## src/onpa_pkg.sv

```systemverilog
package onpa_pkg;

	// Field and datapath widths.
	localparam int DATA_W      = 32;
	localparam int SQ_W        = 2 * DATA_W;
	localparam int ROOT_STAGES = DATA_W;
	localparam int UNIT_SH     = DATA_W - 2;
	localparam int QUO_W       = DATA_W - 1;
	localparam int NUM_W       = DATA_W + UNIT_SH;
	localparam int LANES       = 3;

	// Angle datapath: 2^31 stands for pi.
	localparam int CORDIC_STEPS = 30;
	localparam int CORDIC_PRE   = 60 - DATA_W;
	localparam int ANG_W        = DATA_W + 3;
	localparam logic signed [ANG_W-1:0] ANG_PI      = ANG_W'(64'sd2147483648);
	localparam logic signed [ANG_W-1:0] ANG_HALF_PI = ANG_W'(64'sd1073741824);

	// Pipeline depths.
	localparam int LATE_STAGES = 32;
	localparam int PIPE_STAGES = 2 + ROOT_STAGES + LATE_STAGES;

	// Side data carried alongside the square root stages.
	typedef struct packed {
		logic [LANES-1:0]             dir_neg;
		logic [LANES-1:0][DATA_W-1:0] dir_mag;
		logic [DATA_W-1:0]            pz;
	} early_t;

	// Side data carried alongside the divide and angle stages.
	typedef struct packed {
		logic [LANES-1:0]  dir_neg;
		logic [DATA_W-1:0] len;
		logic [DATA_W-1:0] rad;
	} late_t;

	// One result item.
	typedef struct packed {
		logic [DATA_W-1:0] unit_x;
		logic [DATA_W-1:0] unit_y;
		logic [DATA_W-1:0] unit_z;
		logic [DATA_W-1:0] dir_length;
		logic [DATA_W-1:0] radius;
		logic [DATA_W-1:0] polar_angle;
		logic              zero_direction;
	} res_t;

	// Magnitude of a signed word as an unsigned word of the same width.
	function automatic logic [DATA_W-1:0] magnitude(input logic [DATA_W-1:0] v);
		logic [DATA_W-1:0] r;
		r = v[DATA_W-1] ? DATA_W'(0 - v) : v;
		return r;
	endfunction

	// Arctangent of 2^-i, scaled so that 2^31 is pi.
	function automatic logic [31:0] atan_entry(input logic [4:0] idx);
		logic [31:0] r;
		unique case (idx)
			5'd0:  r = 32'h20000000;
			5'd1:  r = 32'h12E4051D;
			5'd2:  r = 32'h09FB385B;
			5'd3:  r = 32'h051111D4;
			5'd4:  r = 32'h028B0D43;
			5'd5:  r = 32'h0145D7E1;
			5'd6:  r = 32'h00A2F61E;
			5'd7:  r = 32'h00517C55;
			5'd8:  r = 32'h0028BE53;
			5'd9:  r = 32'h00145F2E;
			5'd10: r = 32'h000A2F98;
			5'd11: r = 32'h000517CC;
			5'd12: r = 32'h00028BE6;
			5'd13: r = 32'h000145F3;
			5'd14: r = 32'h0000A2F9;
			5'd15: r = 32'h0000517C;
			5'd16: r = 32'h000028BE;
			5'd17: r = 32'h0000145F;
			5'd18: r = 32'h00000A2F;
			5'd19: r = 32'h00000517;
			5'd20: r = 32'h0000028B;
			5'd21: r = 32'h00000145;
			5'd22: r = 32'h000000A2;
			5'd23: r = 32'h00000051;
			5'd24: r = 32'h00000028;
			5'd25: r = 32'h00000014;
			5'd26: r = 32'h0000000A;
			5'd27: r = 32'h00000005;
			5'd28: r = 32'h00000002;
			5'd29: r = 32'h00000001;
			default: r = 32'h00000000;
		endcase
		return r;
	endfunction

endpackage

```

## src/onpa_sqrt.sv

```systemverilog
module onpa_sqrt (
	input  logic                       clk,
	input  logic                       en,
	input  logic [onpa_pkg::SQ_W-1:0]  rad_in,
	output logic [onpa_pkg::DATA_W-1:0] root
);
	import onpa_pkg::*;

	localparam int REM_W = DATA_W + 2;

	logic [SQ_W-1:0]   n_s   [ROOT_STAGES];
	logic [REM_W-1:0]  rem_s [ROOT_STAGES];
	logic [DATA_W-1:0] q_s   [ROOT_STAGES];

	// One root bit per stage, most significant first.
	for (genvar i = 0; i < ROOT_STAGES; i++) begin : g_st
		localparam int B = ROOT_STAGES - 1 - i;
		logic [SQ_W-1:0]   n_in;
		logic [REM_W-1:0]  r_in;
		logic [DATA_W-1:0] q_in;
		logic [REM_W+1:0]  r_sh;
		logic [REM_W+1:0]  trial;
		logic              ge;

		if (i == 0) begin : g_first
			assign n_in = rad_in;
			assign r_in = '0;
			assign q_in = '0;
		end else begin : g_next
			assign n_in = n_s[i-1];
			assign r_in = rem_s[i-1];
			assign q_in = q_s[i-1];
		end

		assign r_sh  = {r_in, n_in[2*B+1 -: 2]};
		assign trial = {2'b00, q_in, 2'b01};
		assign ge    = (r_sh >= trial);

		always_ff @(posedge clk) begin
			if (en) begin
				n_s[i]   <= n_in;
				rem_s[i] <= ge ? REM_W'(r_sh - trial) : REM_W'(r_sh);
				q_s[i]   <= {q_in[DATA_W-2:0], ge};
			end
		end
	end

	assign root = q_s[ROOT_STAGES-1];

endmodule

```

## config.mk

```make
export PLATFORM = sky130hd
export DESIGN_NAME = onpa_sqrt
export DESIGN_NICKNAME = d
export VERILOG_FILES = /design/src/onpa_pkg.sv /design/src/onpa_sqrt.sv
export SDC_FILE = /design/constraint.sdc
export NUM_CORES = 2
export LEC_CHECK = 0
export BUFFER_PORTS_ARGS = -buffer_cell sky130_fd_sc_hd__buf_2
export CAP_MARGIN = 5
export CORE_AREA = 2 2 489 491
export CTS_CLUSTER_DIAMETER = 200
export CTS_CLUSTER_SIZE = 8
export DETAILED_ROUTE_END_ITERATION = 6
export DIE_AREA = 0 0 491 493
export GPL_TIMING_DRIVEN = 0
export PLACE_DENSITY = 0.68
export SKIP_LAST_GASP = 1
export SLEW_MARGIN = 20
export SYNTH_ARGS = -nofsm -noshare
export SYNTH_HDL_FRONTEND = slang
export SYNTH_MEMORY_MAX_BITS = 65536
export SYNTH_SLANG_ARGS = --single-unit
```

## constraint.sdc

```tcl
create_clock -name clk -period 5 [get_ports clk]
set_input_delay 1 -clock clk [delete_from_list [all_inputs] [get_ports clk]]
set_output_delay 1 -clock clk [all_outputs]
set_load 0.02 [all_outputs]
```

# == Word-level counts from Yosys, hierarchy flattened ==
# Memories as Yosys holds them, arrays and structs flattened.
# Index checks and enable logic that the tools add are counted.
# op_classes
n_addsub,32
magnitude_cmp,32
muxes,34
# op_table
operator,n
>= comparator 36 x 34 -> 1 bit,31
two-way mux 34 bit,32
subtractor 34 bit,31
"subtractor 2 x 1 -> 3 bit, second input constant",1
">= comparator 2 x 1 -> 1 bit, second input constant",1
two-way mux 1 bit,2
# word_totals
register_bits,0
mem_bits_rw,4160
input_bits,66
output_inout_bits,32
word_cells,101
mem_count,3
# mem_list
name,words,word_bits,rd,rd_clocked_by_memory_dff,wr,line_no,text
n_s,32,64,31,0,32,onpa_sqrt.sv:11,logic [SQ_W-1:0] n_s [ROOT_STAGES];
rem_s,32,34,31,0,32,onpa_sqrt.sv:12,logic [REM_W-1:0] rem_s [ROOT_STAGES];
q_s,32,32,32,0,32,onpa_sqrt.sv:13,logic [DATA_W-1:0] q_s [ROOT_STAGES];

# == Logic depth before layout (Yosys ltp) ==
# An unclocked memory read counts as a cell.
# depth
depth_word,3
mapped_depth,15

# == Worst setup path after synthesis ==
# Ideal clock, no wire load.
# synth_path
path_type,reg-to-reg
startpoint,mem rem_s[3][12] (netlist name)
endpoint,mem rem_s[4][27] (netlist name) (data pin)
arrival_time_ns,3.182
slack_ns,1.553
stages_incl_launch_ff,13
path_cell_list,edfxtp_1 > or4_4 > or4_4 > or4_4 > nor4_4 > inv_2 > nand3b_2 > or3_2 > buf_6 > or2_1 > buf_4 > nor3_1 > xor2_1
# synth_lines
element,line_no
"start, declared",onpa_sqrt.sv:12

==> impl_results.md <==
- Critical Path End Type: register
- Max-slew violations: 0
- Clock Pin Slew Worst Setup and Hold Paths: 50 ps
- Drt first pass iters: 7
- #FFs+latches synth: 2,523
- Fin worst setup slack: 281 ps
- Initial antenna violation count: 4
- Nets: 10,300
- Sequential share of the synthesized area: 64.3%
- Syn Std Cell Area: 118,000 um2
- Vias/cell: 5.57
- Clock Sinks: 2,523
- Residual DRC: 0
- Crit path max fanout: 10
- Top_reg_cell synth: edfxtp_1
- Ys async rst share: 0%
- Outcome: complete, no violations
- Commonest cells after routing, fill and taps aside: edfxtp_1, inv_1, nand2_1
- CP arrival: 5450 ps
- Clk_skew: 74.1 ps
- H-tree Lvls: 5
- Launching point of the worst reg2reg path: q_s[26][19]
- Core ar.: 237,000 um2
- Sequential cell area: 75,800 um2
- # rows: 179
- Ratio of cells with drive above 1 in the final layout: 6.58%
- Worst Setup SP: q_s[26][19]
- Die W: 491 um
- Minimum clock period: 4720 ps
- Pre-CTS worst setup slack: -485 ps
- Die ar.: 242,000 um2
- First-pass GRT wire length: 391 mm
- Multi-input gate area: 38,600 um2
- GR peak layer: met2
- Mapped Nets: 9,795
- Clock Tree Buf Depth: 4
- Setup CP Type: reg2reg
- Setup TNS: 0 ps
- Vias in the first global route: 70,400
- Die Y-Extent: 493 um
- Final setup fails: 0
- Root buffer cell: clkbuf_16
- CTS tree: done
- Worst slew pin tran: 1080 ps
- Final hold vios: 0
- Post-Synthesis Cells: 9,167
- Area grow syn2layout: 12.3%
- Number of fillers in the final layout: 19,400
- Routing usage on met3: 3.50%
- Routed WL: 249 mm
- Startpoint Class: register
- Worst path required time: 5730 ps
- Max-slew headroom: 27.9%
- Tot GR Track Use: 20.3%
- Max Fclk: 0.212 GHz
- Routability cong.: 0.912
- Port Buffers: 97
- Drt wl/cell: 19.4 um
- Max VDD drop: 422 uV
- Initial Utilization: 49.7%
- Number of distinct library cells after synthesis: 92
- Congestion Overflow GR: 0
- Post-synthesis average cell area: 12.8 um2
- Maxcap violations: 0
- Starting DRC count in detailed routing: 6,224
- Met1 usage: 28.6%
- Synth Warn #: 0
- EDFF count, synth: 2,523
- Setup bufs post-CTS: 0
- Routed via count: 71,500
- CTS Buf Count: 365
- RSZ-0062 raised after global routing: no
- Pin count of the biggest net entering global routing: 159
- Period utilisation layout: 94.4%
- Hold WC Path Type: in2reg
- Worst Hold Launch: rad_in[28]
- Met2 Usage GRT: 32.6%
- Commonest non-fill, non-tap cell in the layout: edfxtp_1
- Clk_lat worst skew: 960 ps
- Number of antenna-violating nets in the routed design: 0
- Num ports: 98
- Power per cell area: 470 nW/um2
- HPWL after detailed placement: 180 mm
- P_leak: 0.0506 uW
report_power, final:
part / leakage (uW) / switching [uW] / internal (uW)
registers: 0.0243 / 1750 / 26800
clock network: 0.00462 / 8190 / 12800
logic: 0.0217 / 7330 / 5170
stage by stage:
step           hold WS [ps]  utilization (%)  cells  area, um2  total power, uW
5_1_grt                 158             55.8  12800     132000            65300
3_3_place_gp            400             51.6  12400     122000            42700
3_5_place_dp            405             51.8  12500     123000            41300
4_1_cts                 141             55.8  12800     132000            62700
2_1_floorplan           400                -   9167     118000            37300
6_report                219             55.8  12800     132000            62100
flip-flops by register name, indices dropped and copies added (netlist names):
register  count
n_s         992
q_s         528
rem_s      1003
critical path, cell delays in order (launching register included):
cell and delay, ps:
edfxtp_1 390, inv_1 60, ha_1 380, a21o_1 240
a21o_1 180, a21oi_1 360, a211oi_1 170, a2111oi_0 710
nor2_1 170, nor3_1 310, clkbuf_1 600, clkbuf_1 650
nand2_1 150, o21ai_0 140
area by class of cell:
class                           instances  share of cell area [%]
Buffer                                172                   0.502
Multi-Input combinational cell       5748                    29.2
Clock buffer                          369                    6.99
Antenna cell                            1                 0.00189
Timing Repair Buffer                  116                   0.774
Sequential cell                      2523                    57.3
Tap cell                             3167                    3.00
Clock inverter                         13                   0.140
Inverter                              724                    2.06
routing by layer:
metal / share of wire [%] / wire length, um
met5: 0 / 0
met4: 2.1 / 5220
met3: 5.1 / 12800
met2: 47 / 117000
met1: 46 / 114000
path summary, 6_finish.rpt:
check / to / slack [ps] / cells after the start
setup / recovery: rem_s[27][23] / 280 / 13
hold / removal: n_s[0][28] / 220 / 1
setup reg to reg: rem_s[27][23] / 280 / 13
hold reg to reg: n_s[16][28] / 400 / 0
synth_stat cells, types with 104 or more instances:
library cell	number	area share, %
edfxtp_1	2523	64
inv_1	721	2.3
nand2_1	644	2.1
a21oi_1	596	2.5
ha_1	562	6.0
nor2_1	557	1.8
o21ai_0	481	2.0
xnor2_1	426	3.2
xor2_1	417	3.1
a21o_1	278	1.8
nor3_1	234	0.99
clkbuf_1	157	0.50
nand3_1	139	0.59
nor4_1	128	0.68
nand2b_1	114	0.61
nand4_1	106	0.56
o21a_1	104	0.66
what timing repair did:
| action | CTS | global route |
|---|---|---|
| endpoints found under the setup margin | 0 | 10 |
| hold buffers | 0 | 0 |
| gates resized for setup | 0 | 4 |
logic make-up (layout without fill, tap and decap cells):
group,Yosys count,count (layout),synth area share [%]
flip-flops,2523,2523,64.3
AND/OR/NAND/NOR,2387,2387,10.0
AO/OA/AOI/OAI,1893,1893,9.96
buffers and inverters,896,1394,2.87
XOR/XNOR,843,843,6.27
adder cells (fa/ha/maj),562,562,5.97
multiplexers,62,62,0.581
other,1,2,0.00318
(Power assumes the default switching activity.)
