[config.mk]
export PLATFORM = sky130hd
export DESIGN_NAME = onpa_div_lane
export DESIGN_NICKNAME = d
export VERILOG_FILES = /design/src/onpa_pkg.sv /design/src/onpa_div_lane.sv
export SDC_FILE = /design/constraint.sdc
export NUM_CORES = 2
export LEC_CHECK = 0
export BUFFER_PORTS_ARGS = -buffer_cell sky130_fd_sc_hd__buf_2
export CAP_MARGIN = 20
export CORE_MARGIN = 8
export CORE_UTILIZATION = 45
export DETAILED_ROUTE_END_ITERATION = 8
export GPL_ROUTABILITY_DRIVEN = 1
export MAX_ROUTING_LAYER = met4
export SLEW_MARGIN = 20
export SYNTH_ARGS = -nofsm -noshare
export SYNTH_HDL_FRONTEND = slang
export SYNTH_MEMORY_MAX_BITS = 65536
export SYNTH_SLANG_ARGS = --single-unit
[constraint.sdc]
create_clock -name clk -period 3.32 [get_ports clk]
set_input_delay 0.664 -clock clk [delete_from_list [all_inputs] [get_ports clk]]
set_output_delay 0.664 -clock clk [all_outputs]
set_load 0.005 [all_outputs]
[src/onpa_pkg.sv]
package onpa_pkg;

	// Field and datapath widths.
	localparam int DATA_W      = 32;
	localparam int SQ_W        = 2 * DATA_W;
	localparam int ROOT_STAGES = DATA_W;
	localparam int UNIT_SH     = DATA_W - 2;
	localparam int QUO_W       = DATA_W - 1;
	localparam int NUM_W       = DATA_W + UNIT_SH;
	localparam int LANES       = 3;

	// Angle datapath: 2^31 stands for pi.
	localparam int CORDIC_STEPS = 30;
	localparam int CORDIC_PRE   = 60 - DATA_W;
	localparam int ANG_W        = DATA_W + 3;
	localparam logic signed [ANG_W-1:0] ANG_PI      = ANG_W'(64'sd2147483648);
	localparam logic signed [ANG_W-1:0] ANG_HALF_PI = ANG_W'(64'sd1073741824);

	// Pipeline depths.
	localparam int LATE_STAGES = 32;
	localparam int PIPE_STAGES = 2 + ROOT_STAGES + LATE_STAGES;

	// Side data carried alongside the square root stages.
	typedef struct packed {
		logic [LANES-1:0]             dir_neg;
		logic [LANES-1:0][DATA_W-1:0] dir_mag;
		logic [DATA_W-1:0]            pz;
	} early_t;

	// Side data carried alongside the divide and angle stages.
	typedef struct packed {
		logic [LANES-1:0]  dir_neg;
		logic [DATA_W-1:0] len;
		logic [DATA_W-1:0] rad;
	} late_t;

	// One result item.
	typedef struct packed {
		logic [DATA_W-1:0] unit_x;
		logic [DATA_W-1:0] unit_y;
		logic [DATA_W-1:0] unit_z;
		logic [DATA_W-1:0] dir_length;
		logic [DATA_W-1:0] radius;
		logic [DATA_W-1:0] polar_angle;
		logic              zero_direction;
	} res_t;

	// Magnitude of a signed word as an unsigned word of the same width.
	function automatic logic [DATA_W-1:0] magnitude(input logic [DATA_W-1:0] v);
		logic [DATA_W-1:0] r;
		r = v[DATA_W-1] ? DATA_W'(0 - v) : v;
		return r;
	endfunction

	// Arctangent of 2^-i, scaled so that 2^31 is pi.
	function automatic logic [31:0] atan_entry(input logic [4:0] idx);
		logic [31:0] r;
		unique case (idx)
			5'd0:  r = 32'h20000000;
			5'd1:  r = 32'h12E4051D;
			5'd2:  r = 32'h09FB385B;
			5'd3:  r = 32'h051111D4;
			5'd4:  r = 32'h028B0D43;
			5'd5:  r = 32'h0145D7E1;
			5'd6:  r = 32'h00A2F61E;
			5'd7:  r = 32'h00517C55;
			5'd8:  r = 32'h0028BE53;
			5'd9:  r = 32'h00145F2E;
			5'd10: r = 32'h000A2F98;
			5'd11: r = 32'h000517CC;
			5'd12: r = 32'h00028BE6;
			5'd13: r = 32'h000145F3;
			5'd14: r = 32'h0000A2F9;
			5'd15: r = 32'h0000517C;
			5'd16: r = 32'h000028BE;
			5'd17: r = 32'h0000145F;
			5'd18: r = 32'h00000A2F;
			5'd19: r = 32'h00000517;
			5'd20: r = 32'h0000028B;
			5'd21: r = 32'h00000145;
			5'd22: r = 32'h000000A2;
			5'd23: r = 32'h00000051;
			5'd24: r = 32'h00000028;
			5'd25: r = 32'h00000014;
			5'd26: r = 32'h0000000A;
			5'd27: r = 32'h00000005;
			5'd28: r = 32'h00000002;
			5'd29: r = 32'h00000001;
			default: r = 32'h00000000;
		endcase
		return r;
	endfunction

endpackage

[src/onpa_div_lane.sv]
module onpa_div_lane (
	input  logic                        clk,
	input  logic                        en,
	input  logic [onpa_pkg::DATA_W-1:0] mag,
	input  logic [onpa_pkg::DATA_W-1:0] len,
	output logic [onpa_pkg::QUO_W-1:0]  quo
);
	import onpa_pkg::*;

	logic [NUM_W-1:0]  num_s0;
	logic [DATA_W-1:0] len_s0;

	logic [NUM_W-1:0]  num_s [QUO_W];
	logic [DATA_W-1:0] len_s [QUO_W];
	logic [DATA_W-1:0] rem_s [QUO_W];
	logic [QUO_W-1:0]  q_s   [QUO_W];

	// Rounded numerator: magnitude shifted up by UNIT_SH bits for a Q1.30 quotient, plus half the divisor.
	always_ff @(posedge clk) begin
		if (en) begin
			num_s0 <= {mag, {UNIT_SH{1'b0}}} + NUM_W'(len >> 1);
			len_s0 <= len;
		end
	end

	// Restoring division, one quotient bit per stage. The quotient never
	// exceeds one in Q1.30, so the upper numerator bits seed the remainder.
	for (genvar j = 0; j < QUO_W; j++) begin : g_st
		localparam int B = QUO_W - 1 - j;
		logic [NUM_W-1:0]  num_in;
		logic [DATA_W-1:0] len_in;
		logic [DATA_W-1:0] rem_in;
		logic [QUO_W-1:0]  q_in;
		logic [DATA_W:0]   r2;
		logic              ge;

		if (j == 0) begin : g_first
			assign num_in = num_s0;
			assign len_in = len_s0;
			assign rem_in = DATA_W'(num_s0[NUM_W-1:QUO_W]);
			assign q_in   = '0;
		end else begin : g_next
			assign num_in = num_s[j-1];
			assign len_in = len_s[j-1];
			assign rem_in = rem_s[j-1];
			assign q_in   = q_s[j-1];
		end

		assign r2 = {rem_in, num_in[B]};
		assign ge = (r2 >= {1'b0, len_in});

		always_ff @(posedge clk) begin
			if (en) begin
				num_s[j] <= num_in;
				len_s[j] <= len_in;
				rem_s[j] <= ge ? DATA_W'(r2 - {1'b0, len_in}) : DATA_W'(r2);
				q_s[j]   <= {q_in[QUO_W-2:0], ge};
			end
		end
	end

	assign quo = q_s[QUO_W-1];

endmodule

# After elaboration in Yosys (flattened, before gate mapping)
# Memory sizes are Yosys's and may differ from the RTL's.
# Cells that the tools add are included.
# word_totals
inputBits	66
output_inout_bits	31
ram_bits	4867
n_memories	4
reg_bits	94
# classes
muxes	33
n_lt_le_gt_ge	31
n_addsub	32
# memory_table
memory	depth	word_bits	read_ports	rd_ports_with_merged_regs	write_ports	line	source
num_s	31	62	30	0	31	onpa_div_lane.sv:13	logic [NUM_W-1:0] num_s [QUO_W];
len_s	31	32	30	0	31	onpa_div_lane.sv:14	logic [DATA_W-1:0] len_s [QUO_W];
rem_s	31	32	30	0	31	onpa_div_lane.sv:15	logic [DATA_W-1:0] rem_s [QUO_W];
q_s	31	31	31	0	31	onpa_div_lane.sv:16	logic [QUO_W-1:0] q_s [QUO_W];
# ops
cell	n
$mux 32	31
$sub 32x32->32	31
$ge 33x32->1	30
$add 62x31->62	1
$ge 32x32->1	1
$mux 1	2

# Logic depth before layout (Yosys ltp)
# An unclocked memory read counts as a cell.
# logic_depth
word_depth	3
ltp_mapped	16
depth_no_buf	14

# Worst setup path before layout
# Ideal clock, no wire load.
# synth_timing
path_type	register -> register
startpoint	mem len_s[5][1] (netlist: len_s[0][161])
endpoint	mem rem_s[6][3] (netlist: rem_s[0][195]) (data pin)
setup_ns	0.260
path_stages_with_launch	15
t_arrival_ns	3.265
path_slack_ns	-0.204
t_required_ns	3.060
cell_sequence	edfxtp_1 > inv_1 > ha_1 > nor2b_1 > o31a_1 > or3_1 > a21oi_1 > o21a_2 > o21ai_2 > a41o_1 > a311oi_2 > o41a_1 > buf_2 > buf_4 > mux2_2
# synth_lines
item	line
start: declaration	onpa_div_lane.sv:14
end: declaration	onpa_div_lane.sv:15

==> run_results.csv <==
group,metric,value,unit
grt,antenna_found_initial,6,
sta,hold_viol,0,
sta,rsz0062_at_grt,"true",
route,ant_nets,0,
layout,fillers,24490,
grt,grt_pass1_wl,565700,µm
sta,setup_viol,521,
grt,met2_usage,40.37,%
floorplan,coreArea,0.3025,mm²
setup_path,cp.arrival,4280,ps
pwr,ir_drop,486.4,µV
sta,slew_headroom,42.67,%
min_path,hp-start,"mag[4]",
floorplan,die_x,567.0,µm
setup_path,cp_max_fo,8,
grt,grt_pass1_vias,99860,
floorplan,initial_core_util,45.15,%
synth,synthesis.instances,11880,
job,maxCapViolCount,0,
route,route.detailed.drc,0,
synth,synth-edff-count,2480,
synth,synth_area_leader_cell,"edfxtp_1",
floorplan,die-height,567.0,µm
setup_path,worstPathRequired,3960,ps
route,wire_per_inst,20.66,µm
sta,min_period_over_period,109.8,%
sta,skew,38.85,ps
synth,synthesis.area,0.1366,mm²
clock_network,clk_latency,890,ps
synth,yosys-top-cells-area,"edfxtp_1 55%, ha_1 9.1%, inv_1 3.3%, a21oi_1 3.2%, xnor2_1 3.2%",
route,detail_route.first_pass.iterations,8,
pwr,power_density,1052,mW/mm²
sta,fin_ws,-325.3,ps
grt,grt_use_met3,2.384,%
setup_path,worstSetupEndpointType,"register",
setup_path,worstSetupStartpointType,"register",
synth,ys.warnings.count,0,
synth,yosys_register_bits,2480,
grt,grt_util_met1,27.15,%
clock_network,clock_sinks,2480,
grt,grt_usage,22.63,%
synth,ys.flop_type,"edfxtp_1",
sta,max_freq,274.3,MHz
floorplan,io_pins,97,
route,via_per_inst,5.401,
route,drtIter0Drc,6386,
route,finalWirelength,385600,µm
setup_path,slowest_stage,"edfxtp_1",
floorplan,row_count,202,
clock_network,cts_tree,"built",
synth,seq_area_frac_synth,54.52,%
setup_path,crit_chain,"ha_4 -> a21o_1 -> a21o_1 -> a2111oi_2 -> o211a_1 -> nor3_2 -> a211oi_2 -> o21a_1 -> o31a_1 -> o21ai_2 -> a41oi_4 -> buf_12 -> clkbuf_16 -> mux2_4",
clock_network,htreeDepth,5,
outcome,outcome,"complete, but fails checks",
pwr,cellLeakagePower,0.07572,µW
setup_path,r2r-start,"rem_s[0][493]",
setup_path,cp_common_cell,"a21o_1",
synth,async_flop_share,0,%
sta,tightest_slew,838.3,ps
sta,hold_slack,98.55,ps
placement,portBuffers,96,
route,num_vias,100800,
placement,dpl.hpwl,282700,µm
synth,syn_area_per_cell,11.50,µm²
synth,synth_top_area_share,54.52,%
placement,gp_congestion,0.9306,
pwr,power.total,187500,µW
min_path,hold_class,"primary input to register",
grt,grt_overflow,0,
synth,synth_most_common_cell,"edfxtp_1",
sta,final-max-slew-violation-count,0,
sta,finalCriticalPeriod,3645,ps
setup_path,crit_type,"register to register",
clock_network,clk_path_buf_depth,4,
grt,grt_max_degree,96,
clock_network,cts_buffers,283,
layout,nets,15560,
clock_network,root_buffer,"clkbuf_16",
synth,syn_nets,12970,
outcome,violations,"negative setup slack",
floorplan,die_area,0.3214,mm²
layout,drive_gt1_share,29.32,%
grt,busiest_layer,"met2",
synth,synth.distinct_cells,100,
setup_path,crit_path_max_incr_delay,440,ps
setup_path,crit_start,"rem_s[0][493]",
clock_network,clkTransAtPathRegs,60,ps
layout,area_delta_synth_final,30.46,%
synth,synthTopCellsByCount,"2480 x edfxtp_1, 1205 x inv_1, 994 x ha_1, 937 x nand2_1, 880 x a21oi_1",
## state kept, by name, summed over array words and instances, names as in the netlist
name,flops
len_s,960
rem_s,960
q_s,496
g_st.num_in,62
g_st.len_in,2
## timing repair
item / CTS / global route
hold endpoints to repair: 32 / 0
pin swaps: 95 / 505
gates resized for setup: 264 / 1472
cloned: 8 / 75
hold buffers: 32 / 0
setup endpoints to repair: 935 / 978
buffers inserted: 54 / 302
## through the flow
| stage | area, µm² | util (%) | setup TNS, ps | instances | worst slack, ps |
|---|---|---|---|---|---|
| finish | 178200 | 58.90 | -66770 | 18660 | -325.3 |
| global route | 178200 | 58.90 | -153700 | 18660 | -426.0 |
| CTS | 168800 | 55.81 | -94860 | 18320 | -324.3 |
| detailed placement | 157500 | 52.06 | -195760 | 17730 | -714.3 |
| global placement | 157500 | 52.06 | -164890 | 17730 | -678.2 |
| floorplan | 136800 | - | -793.2 | 11880 | -139.8 |
## power by group
group / internal (µW) / total (µW) / switching, µW
logic: 51600 / 103000 / 51200
clock network: 18700 / 31600 / 12900
registers: 46900 / 53100 / 6240
total: 117000 / 187000 / 70300
## metal layers
metal | vias up | wire [µm]
met2 | 2111 | 196900
met4 | 0 | 13420
met3 | 776 | 13820
met1 | 48950 | 161400
li1 | 48970 | -
met5 | - | 0
## layout by cell type (no fill, tap or decap), types with 89 or more instances in the layout
cell type     n
a21o_1      517
a21oi_1     774
a21oi_2      97
and3_1       89
buf_12      113
buf_2        95
buf_4      2162
clkbuf_16   344
edfxtp_1   2480
ha_1        897
inv_1      1149
mux2_2      238
mux2_4      116
nand2_1     827
nand2b_1    118
nand3_1     167
nand4_1     170
nor2_1      507
nor2b_1     120
nor3_1       96
o21a_1      118
o21ai_0     554
o21ai_1      89
o21ai_2     173
o21bai_1    117
xnor2_1     495
xor2_1      337
## cell type report
class                           count  area [µm²]  share of cell area [%]
Sequential cell                  2480       74470                   41.79
Multi-Input combinational cell   7924       62710                   35.19
Clock buffer                      333        7376                   4.139
Antenna cell                        2       5.005                0.002808
Inverter                         1207        4546                   2.551
Tap cell                         3978        4977                   2.793
Clock inverter                    168        1922                   1.078
Timing Repair Buffer             2572       22200                   12.46
## kinds of logic after synthesis
kind of cell             share of synthesized area [%]
adder cells (fa/ha/maj)                          9.544
AO/OA/AOI/OAI                                    14.48
buffers and inverters                            4.199
multiplexers                                     3.200
XOR/XNOR                                         5.360
flip-flops                                       54.52
AND/OR/NAND/NOR                                  8.698
## worst max-delay path: cells and delay by family, from the launching register on
| kind | cells | cell delay [ps] |
|---|---|---|
| AOI/OAI and AO/OA | 9 | 1960 |
| DFF | 1 | 440 |
| buffers and inverters | 2 | 360 |
| muxes | 1 | 310 |
| adders and majority gates | 1 | 270 |
| and+or+nand+nor | 1 | 70 |
## worst paths after layout
check | cells after the start | end | slack [ps]
max | 14 | rem_s[1][13] | -330
min | 2 | g_st[0].num_in[34] | 100
max reg2reg | 14 | rem_s[1][13] | -330
min reg2reg | 0 | q_s[13][1] | 400
Power figures use the tool's default switching activity.
